==> config.mk <==
export PLATFORM = sky130hd
export DESIGN_NAME = pbwd_isqrt
export DESIGN_NICKNAME = d
export VERILOG_FILES = /design/src/rtl/core/pbwd_pkg.sv /design/src/rtl/core/pbwd_isqrt.sv
export SDC_FILE = /design/constraint.sdc
export NUM_CORES = 2
export LEC_CHECK = 0
export BUFFER_PORTS_ARGS = -buffer_cell sky130_fd_sc_hd__buf_4
export CAP_MARGIN = 0
export CORE_UTILIZATION = 56
export DETAILED_ROUTE_END_ITERATION = 12
export PLACE_DENSITY = 0.86
export SYNTH_ARGS = -nofsm -noshare
export SYNTH_HDL_FRONTEND = slang
export SYNTH_SLANG_ARGS = --single-unit
==> constraint.sdc <==
create_clock -name i_clk -period 3.65 [get_ports i_clk]
set_input_delay 0.365 -clock i_clk [delete_from_list [all_inputs] [get_ports i_clk]]
set_output_delay 0.365 -clock i_clk [all_outputs]
set_load 0.02 [all_outputs]
==> src/rtl/core/pbwd_pkg.sv <==
// ----------------------------------------------------------------------------
// pbwd_pkg
// Shared constants and register indexes for the periodic box wrap and
// distance block.
// ----------------------------------------------------------------------------
package pbwd_pkg;

    localparam int DIMENSIONS_DEF  = 3;
    localparam int COORD_WIDTH_DEF = 32;
    localparam int AXES            = 3;
    localparam int CFG_IDX_W       = 3;

    typedef enum logic [CFG_IDX_W-1:0] {
        CFG_PERIODIC = 3'd0,
        CFG_LOWER_X  = 3'd1,
        CFG_LOWER_Y  = 3'd2,
        CFG_LOWER_Z  = 3'd3,
        CFG_UPPER_X  = 3'd4,
        CFG_UPPER_Y  = 3'd5,
        CFG_UPPER_Z  = 3'd6
    } t_cfg_index;

endpackage

==> src/rtl/core/pbwd_isqrt.sv <==
// ----------------------------------------------------------------------------
// pbwd_isqrt
// Integer square root rounded down, one root bit per pipeline stage.
// ----------------------------------------------------------------------------
module pbwd_isqrt #(
    parameter int ROOT_WIDTH = pbwd_pkg::COORD_WIDTH_DEF + 2
) (
    input  logic                      i_clk,
    input  logic                      i_en,
    input  logic [2*ROOT_WIDTH+1:0]   i_sum,
    output logic [ROOT_WIDTH-1:0]     o_root
);
    localparam int RW = ROOT_WIDTH;
    localparam int SW = 2 * RW + 2;

    logic [SW-1:0] w_rem  [0:RW];
    logic [RW-1:0] w_root [0:RW];

    assign w_rem[0]  = i_sum;
    assign w_root[0] = '0;

    for (genvar k = 0; k < RW; k++) begin : g_bit
        localparam int B = RW - 1 - k;
        logic [SW-1:0] n_trial;
        logic          n_take;
        logic [SW-1:0] r_rem;
        logic [RW-1:0] r_root;

        // (root + 2^B)^2 - root^2
        assign n_trial = (SW'(w_root[k]) << (B + 1)) | (SW'(1) << (2 * B));
        assign n_take  = w_rem[k] >= n_trial;

        always_ff @(posedge i_clk) begin
            if (i_en) begin
                r_rem  <= n_take ? w_rem[k] - n_trial : w_rem[k];
                r_root <= n_take ? (w_root[k] | (RW'(1) << B)) : w_root[k];
            end
        end

        assign w_rem[k+1]  = r_rem;
        assign w_root[k+1] = r_root;
    end

    assign o_root = w_root[RW];

endmodule

==> reports/metrics.yaml <==
outcome: "complete, but fails checks"
violations: "design-rule violations, negative setup slack"
route.detailed.drc: 2
grt-ovfl-total: 0
portBuffers: 105
synth.avg_cell_area_um2: 12.52
startpoint_type: "flip-flop"
firstDrtPassIters: 12
die_area_mm2: 0.2511
synthCells: 11138
grt_pass1_vias: 100409
cts_root_buf: "clkbuf_16"
ys_types: 86
start_util_pct: 56.51
holdWs_ps: 42.95
detail_route.iter0.violations: 10430
ir_drop_v: 0.0005643
antenna_left: 0
fmax_mhz: 264.1
drv_cap: 0
clock_skew_ps: 111.6
ys_seq_area_share_pct: 62.54
clk_pin_slew_ps: 80
fp.dieH_um: 501.1
min_period_over_period_pct: 103.7
syn-cell-area_mm2: 0.1395
rsz0062_at_grt: "true"
final_nets: 13154
place_hpwl_mm: 284.6
synth_edf_count: 2905
final_common_cell: "edfxtp_1"
clk_path_buf_depth: 4
rows: 182
hold_path.class: "in2reg"
path_class: "reg2reg"
worst_pin_slew_ps: 1281
grt_pass1_wl_mm: 602.3
finalCriticalPeriod_ps: 3786
p_total_w: 0.1040
powerDensity_mw_per_mm2: 629.2
maxSlewViolCount: 0
clk_latency_ps: 1070
layout-drive-gt1-share_pct: 16.52
cts_num_sinks: 2905
wl_mm: 412.2
design_area_mm2: 0.1653
htreeDepth: 5
ys_ff_latch: 2905
synthesis.nets: 11837
setup_viol: 21
post_dp_cell_area_mm2: 0.1516
ioPinCount: 106
arrival_ps: 4520
post_drt_wl_per_cell_um: 25.76
cts_tree: "built"
endpoint_kind: "flip-flop"
leakagePower_nw: 63.70
die_w_um: 501.1
ys.warnings.count: 0
postLayoutCoreUtil_pct: 66.96
cts_buffers: 313
fill_cells: 16357
synthToLayoutAreaGrowth_pct: 18.50
grt_max_degree: 104
avgViaCountPerCell: 6.235
async_flop_share_pct: 0
hold_violations: 0
grt_antenna_before_repair: 14
setup_ws_ps: -135.9
path_max_fanout: 4
route.vias.total: 99771
synth_ff_type: "edfxtp_1"
core_area_mm2: 0.2468
grtUsageTotal_pct: 31.96
place.gp.congestion: 1.057
crit_required_ps: 4390
mostFrequentLayoutCells: "edfxtp_1, buf_4, nor2_1"
maxSlewHeadroom_pct: 14.61
where the power goes:
part	internal (W)	total [W]	switching [W]
Clock	0.0185	0.0319	0.0134
Sequential	0.0422	0.0461	0.00390
Combinational	0.0113	0.0260	0.0147
final timing paths:
path              cells past startpoint  slack, ps                         startpoint                           end
setup / recovery                     10       -140  g_bit[5].r_root[28]$_SDFFCE_PN1P_  g_bit[6].r_rem[66]$_DFFE_PP_
hold / removal                        2         40                          i_sum[41]  g_bit[0].r_rem[41]$_DFFE_PP_
setup reg to reg                     10       -140  g_bit[5].r_root[28]$_SDFFCE_PN1P_  g_bit[6].r_rem[66]$_DFFE_PP_
hold reg to reg                       0        430       g_bit[0].r_rem[17]$_DFFE_PP_  g_bit[1].r_rem[17]$_DFFE_PP_
layout make-up:
| cell class | instances | area (µm²) | share of cell area [%] |
|---|---|---|---|
| Inverter | 768 | 2883 | 1.744 |
| Sequential cell | 2905 | 87230 | 52.77 |
| Antenna cell | 7 | 17.52 | 0.01060 |
| Tap cell | 3312 | 4144 | 2.507 |
| Clock inverter | 174 | 1844 | 1.116 |
| Clock buffer | 368 | 8167 | 4.940 |
| Timing Repair Buffer | 1244 | 10250 | 6.204 |
| Multi-Input combinational cell | 7223 | 50750 | 30.70 |
critical path, stage by stage (launching register included):
cell      delay, ps
edfxtp_1        420
inv_1           100
ha_1            400
nand2_1         140
nor4_2          600
nand3_1         210
nor4_1          630
nor3_1          180
nor3b_1         500
nand2_1         150
xnor2_1         180
registers in the layout, indices dropped and copies added (netlist names):
signal / count
o_root: 34
g_bit.r_rem: 2310
g_bit.r_root: 561
synth_stat cells (33+ instances only):
cell	instances	share of area [%]
nand2_1	639	1.7
a21oi_1	738	2.6
and2_1	42	0.19
edfxtp_1	2905	63
nand2b_1	131	0.59
nand4_1	182	0.82
a31oi_1	55	0.25
or3_1	125	0.56
o211ai_1	33	0.18
or4_1	93	0.50
nor4b_1	53	0.33
o21bai_1	44	0.24
nand3_1	195	0.70
inv_1	767	2.1
ha_1	627	5.6
nor2b_1	102	0.46
mux2_2	90	0.73
o31ai_1	51	0.27
nor2_1	803	2.2
and3_1	61	0.27
or2_2	34	0.15
a211oi_1	50	0.27
o21a_1	107	0.58
xor2_1	519	3.3
nor4_1	408	1.8
nor3_1	327	1.2
o21ai_0	452	1.6
nand3b_1	36	0.19
a21o_1	293	1.6
clkbuf_1	218	0.59
xnor2_1	551	3.5
cell families (layout without fill, tap and decap cells):
| group | count (synthesis) | in the layout | synth area share (%) |
|---|---|---|---|
| mux | 98 | 98 | 0.7848 |
| other cells | 0 | 7 | 0 |
| buf+inv | 1011 | 2554 | 2.728 |
| flops | 2905 | 2905 | 62.54 |
| xor+xnor | 1071 | 1071 | 6.730 |
| fa+ha+maj | 627 | 627 | 5.624 |
| compound gates | 2094 | 2094 | 9.301 |
| simple gates | 3332 | 3333 | 12.30 |
what timing repair did:
item	4_1_cts	5_1_grt
endpoints found under the hold margin	71	1
pin swaps	22	100
setup buffers	15	62
setup endpoints to repair	326	516
hold buffers	74	1
gates cloned	1	2
resized for setup	105	339
per-layer routing:
layer  vias up  track usage (%)  wire, µm
met5         -                0        67
met4        10            30.14     46790
met3      2079            5.725     27560
met2      5872            57.30    209100
met1     47480            30.80    128700
li1      44330                -         -
metrics by stage:
stage | setup TNS, ps | cells | worst slack, ps
finish | -810.7 | 16001 | -135.9
global route | -7276 | 15997 | -176.2
CTS | -203.5 | 15932 | -70.25
detailed placement | -22920 | 15301 | -436.3
global placement | -10540 | 15301 | -359.7
floorplan | -437.2 | 11138 | -62.15
(Power assumes the default switching activity.)
