$ cat config.mk
export PLATFORM = sky130hd
export DESIGN_NAME = pbwd_diff
export DESIGN_NICKNAME = d
export VERILOG_FILES = /design/src/rtl/core/pbwd_pkg.sv /design/src/rtl/core/pbwd_diff.sv
export SDC_FILE = /design/constraint.sdc
export NUM_CORES = 2
export LEC_CHECK = 0
export ABC_CLOCK_PERIOD_IN_PS = 12150
export BUFFER_PORTS_ARGS = -buffer_cell sky130_fd_sc_hd__buf_2
export CORE_MARGIN = 2
export CORE_UTILIZATION = 50
export CTS_CLUSTER_SIZE = 12
export DETAILED_ROUTE_END_ITERATION = 10
export MAX_ROUTING_LAYER = met4
export PLACE_DENSITY = 0.63
export SYNTH_ARGS = -nofsm -noshare
export SYNTH_HDL_FRONTEND = slang
export SYNTH_SLANG_ARGS = --single-unit
$ cat constraint.sdc
create_clock -name i_clk -period 12.15 [get_ports i_clk]
set_clock_uncertainty 0.15 [all_clocks]
set_input_delay 0.6075 -clock i_clk [delete_from_list [all_inputs] [get_ports i_clk]]
set_output_delay 0.6075 -clock i_clk [all_outputs]
set_load 0.05 [all_outputs]
$ cat src/rtl/core/pbwd_pkg.sv
// ----------------------------------------------------------------------------
// pbwd_pkg
// Shared constants and register indexes for the periodic box wrap and
// distance block.
// ----------------------------------------------------------------------------
package pbwd_pkg;

    localparam int DIMENSIONS_DEF  = 3;
    localparam int COORD_WIDTH_DEF = 32;
    localparam int AXES            = 3;
    localparam int CFG_IDX_W       = 3;

    typedef enum logic [CFG_IDX_W-1:0] {
        CFG_PERIODIC = 3'd0,
        CFG_LOWER_X  = 3'd1,
        CFG_LOWER_Y  = 3'd2,
        CFG_LOWER_Z  = 3'd3,
        CFG_UPPER_X  = 3'd4,
        CFG_UPPER_Y  = 3'd5,
        CFG_UPPER_Z  = 3'd6
    } t_cfg_index;

endpackage

$ cat src/rtl/core/pbwd_diff.sv
// ----------------------------------------------------------------------------
// pbwd_diff
// One axis: difference a - b, minimum-image correction, magnitude and square.
// ----------------------------------------------------------------------------
module pbwd_diff #(
    parameter int COORD_WIDTH = pbwd_pkg::COORD_WIDTH_DEF
) (
    input  logic                           i_clk,
    input  logic                           i_en,
    input  logic                           i_periodic,
    input  logic signed [COORD_WIDTH-1:0]  i_a,
    input  logic signed [COORD_WIDTH-1:0]  i_b,
    input  logic signed [COORD_WIDTH-1:0]  i_lo,
    input  logic signed [COORD_WIDTH-1:0]  i_hi,
    output logic [2*(COORD_WIDTH+2)-1:0]   o_sq
);
    localparam int W  = COORD_WIDTH;
    localparam int MW = W + 2;
    localparam int LW = MW / 2;
    localparam int HW = MW - LW;
    localparam int SW = 2 * MW;

    logic signed [W:0]    n1_size;
    logic signed [W:0]    r1_d, r1_size;
    logic                 r1_c;

    logic signed [W+1:0]  n2_d2, n2_sz, n2_dx;
    logic signed [W+1:0]  r2_d, r2_size;
    logic                 r2_c;

    logic signed [W+2:0]  n3_d2, n3_nsz;
    logic signed [W+1:0]  r3_d;
    logic [MW-1:0]        r4_m;

    logic [2*HW-1:0]      r5_hh;
    logic [HW+LW-1:0]     r5_hl;
    logic [2*LW-1:0]      r5_ll;
    logic [SW-1:0]        r6_sq;

    assign n1_size = {i_hi[W-1], i_hi} - {i_lo[W-1], i_lo};

    assign n2_d2 = {r1_d, 1'b0};
    assign n2_sz = {r1_size[W], r1_size};
    assign n2_dx = {r1_d[W], r1_d};

    assign n3_d2  = {r2_d, 1'b0};
    assign n3_nsz = -{r2_size[W+1], r2_size};

    always_ff @(posedge i_clk) begin
        if (i_en) begin
            r1_d    <= {i_a[W-1], i_a} - {i_b[W-1], i_b};
            r1_size <= n1_size;
            r1_c    <= i_periodic && !n1_size[W] && (n1_size != '0);

            r2_d    <= (r1_c && (n2_d2 > n2_sz)) ? n2_dx - n2_sz : n2_dx;
            r2_size <= n2_sz;
            r2_c    <= r1_c;

            r3_d    <= (r2_c && (n3_d2 < n3_nsz)) ? r2_d + r2_size : r2_d;

            r4_m    <= r3_d[W+1] ? -r3_d : r3_d;

            r5_hh   <= r4_m[MW-1:LW] * r4_m[MW-1:LW];
            r5_hl   <= r4_m[MW-1:LW] * r4_m[LW-1:0];
            r5_ll   <= r4_m[LW-1:0] * r4_m[LW-1:0];

            r6_sq   <= (SW'(r5_hh) << (2 * LW)) + (SW'(r5_hl) << (LW + 1)) + SW'(r5_ll);
        end
    end

    assign o_sq = r6_sq;

endmodule

==> impl_results.md <==
- Root Driver: clkbuf_16
- Initial antenna violation count: 0
- Top-area cell type share of the netlist area: 24.9%
- Area contributors post-synth: fa_1 25%, edfxtp_1 23%, ha_1 14%
- Post-Synth Simple-Gate Area: 12.9%
- # Post-CTS Setup Buffers: 0
- Synth Net Count: 6375
- Met1 usage in global routing: 28.7%
- Rel. slew slack: 32.3%
- Worst setup EP type: flip-flop
- CORE AREA: 0.0970 sq mm
- Post-synthesis compound-gate area fraction: 10.3%
- Synthesized-area fraction occupied by adder cells: 39.2%
- Final Slew Violations: 0
- Via count: 34500
- Ports: 199
- RR Startpoint: r4_m[20]
- Setup violators final: 0
- Post-Synth XOR/XNOR Area: 5.70%
- Worst-path clk slew: 0.06 ns
- Post-synth top area cell: fa_1
- Cell depth of the worst flop-to-flop path: 24
- Count leader, synth: inv_1
- Sum of negative setup slack: 0 ns
- R2r setup slk: 4.85 ns
- Starting Density: 50.5%
- Slew @ Worst Pin: 1.02 ns
- Cts repair resizes: 0
- Via count of the first global-routing pass: 35700
- RSZ-0062 raised after global routing: no
- M3 GR Usage: 3.16%
- Final Hold Vio Count: 0
- DR vias/cell: 5.28
- DRT Pass-1 Iters: 5
- GPL Wtd Cong: 0.889
- Startpoint Class: flip-flop
- Tmin final: 7.30 ns
- Tcrit/Tclk final: 60.1%
- Critical-path maximum fanout: 29
- #FFs+latches synth: 370
- First-pass GRT wire length: 179000 um
- Sequential element share of the synthesized area: 22.7%
- Most frequent cells after synthesis: 982 x inv_1, 611 x fa_1, 558 x ha_1
- Die area: 0.101 sq mm
- Max cap viols: 0
- Finished Cell Area: 0.0530 sq mm
- TritonCTS buffer count: 47
- Hold Path Sink: r1_c
- Critical Path AT: 7.53 ns
- Share of cells above drive strength 1: 7.24%
- RR Endpoint: r5_hh[33]
- Synth Instances: 5075
- Clock Latency Late Sink: 0.63 ns
- Synth unique cells: 76
- CP Class: flip-flop to flip-flop
- Grt peak-use layer: met2
- Longest Clk Path Bufs: 3
- Area after DPL: 0.0514 sq mm
- Die Y: 317 um
- Post-synth EDFFs: 370
- Post-route ant nets: 0
- Largest net degree at the start of global routing: 174
- Die Width: 317 um
- Post-synthesis mux area share: 0.707%
- GRT Total Usage: 22.9%
- Routed wire length: 108000 um
- DP HPWL: 84400 um
- Max frequency: 137 MHz
- CTS tree: yes
- DR WL/cell: 16.5 um
- Mapped Avg Cell Area: 9.66 sq um
- DRC: 0
- Hold crit path type: input pin to flip-flop
- Num Clock Sinks: 370
- Mapped Area: 0.0490 sq mm
- # hold bufs at CTS: 0
- Hold path depth: 3
- Outcome: finished, final reports clean
- WP data required: 12.38 ns
- Hold Startpoint: i_periodic
- FFs w/ async S/R, synth: 0%
- GRT Residual Overflow: 0
- Nets: 6522
- Port bufs: 197
- Yosys warning total: 0
- Area delta synth->final: 8.08%
- # H-tree levels: 2
- Ys flop type: edfxtp_1
- Row cnt: 114
- Largest family of logic cells by synthesized area: adder cells
- Met2 usage: 39.6%
- DR iter-0 viols: 1804
- Filler cells: 8773
==> layout make-up <==
type                    count  area, sq um  area share [%]
multi-input cells        3582        33700            63.6
flip-flops and latches    370        11100            21.0
inverters                 982         3690            6.96
well taps                1276         1600            3.01
repair buffers            239         1320            2.50
clock buffers              56         1230            2.32
clock inverters            30          342           0.645
diodes                      1         2.50         0.00472
==> critical path: stages, from the launching register on <==
cell and delay, ns:
edfxtp_1 0.36, buf_4 0.26, inv_1 0.42, nor2_1 0.15, fa_1 0.55, inv_1 0.06
fa_1 0.50, fa_1 0.51, inv_1 0.06, fa_1 0.48, fa_1 0.49, inv_1 0.05
fa_1 0.48, inv_1 0.04, ha_1 0.32, o21ai_0 0.10, nand2b_1 0.09, nand3_1 0.11
nor2_1 0.08, a211oi_1 0.56, nor4_1 0.18, o31ai_1 0.56, o21ai_0 0.18, a21oi_1 0.20
xnor2_1 0.08
==> per-layer routing <==
| metal | part of all wire (%) | routed length (um) |
|---|---|---|
| met5 | 0 | 0 |
| met4 | 2.0 | 2180 |
| met3 | 4.9 | 5260 |
| met2 | 50 | 53900 |
| met1 | 43 | 46800 |
==> cell families after synthesis <==
logic type / after synthesis
xor+xnor: 319
fa+ha+maj: 1169
mux: 31
other cells: 1
flops: 370
compound gates: 775
simple gates: 1287
buf+inv: 1123
==> sequential cells by signal, indices dropped and copies added, names as in the netlist <==
| register | flops |
|---|---|
| r1_d | 33 |
| r1_size | 33 |
| o_sq | 67 |
| r3_d | 34 |
| r5_hh | 33 |
| r2_d | 34 |
| r2_c | 1 |
| r2_size | 33 |
| r5_ll | 33 |
| r1_c | 1 |
| r5_hl | 34 |
| r4_m | 34 |
==> stage by stage <==
step	hold slack [ns]	instances	setup slack (ns)	utilization, %
floorplan	0.250	5075	5.61	-
global placement	0.252	6449	5.10	53.0
detailed placement	0.258	6449	4.96	53.0
CTS	0.153	6535	4.91	54.6
global route	0.180	6535	4.64	54.6
finish	0.212	6536	4.85	54.6
==> how the worst max path moves through the flow <==
stage	start	to	slack [ns]	depth (start not counted)
3_3_place_gp	r4_m[20]	r5_hh[33]	5.10	24
5_1_grt	r4_m[20]	r5_hh[30]	4.64	24
6_report	r4_m[20]	r5_hh[33]	4.85	24
4_1_cts	r4_m[20]	r5_hh[30]	4.91	24
2_1_floorplan	r4_m[30]	r5_hh[30]	5.61	23
3_5_place_dp	r4_m[20]	r5_hh[30]	4.96	24
==> cells in the final DEF (no fill, tap or decap), drive strengths merged, types with 7 or more instances in the layout <==
cell	netlist	final
clkinvlp	0	7
nor4	14	14
o41ai	10	10
or2	22	22
or4	11	11
xor2	78	78
a21o	133	133
a211oi	29	29
nor3	60	60
mux2	29	29
o2111ai	10	10
clkinv	0	16
xnor2	241	241
o21ai	141	141
inv	982	984
nor2	202	202
fa	611	611
and4	7	7
clkbuf	134	56
a31oi	22	22
nand3	66	66
o21bai	30	30
nand4	31	31
edfxtp	370	370
and3	27	27
o211ai	21	21
o31a	10	10
nor2b	39	39
o21a	57	57
and2	240	240
o31ai	22	22
a21oi	220	220
buf	7	239
nand2b	39	39
ha	558	558
nand2	480	480
or3	26	26
Power is not shown: default switching activity piles up to over one toggle a cycle in this logic, so the estimate is an artifact.
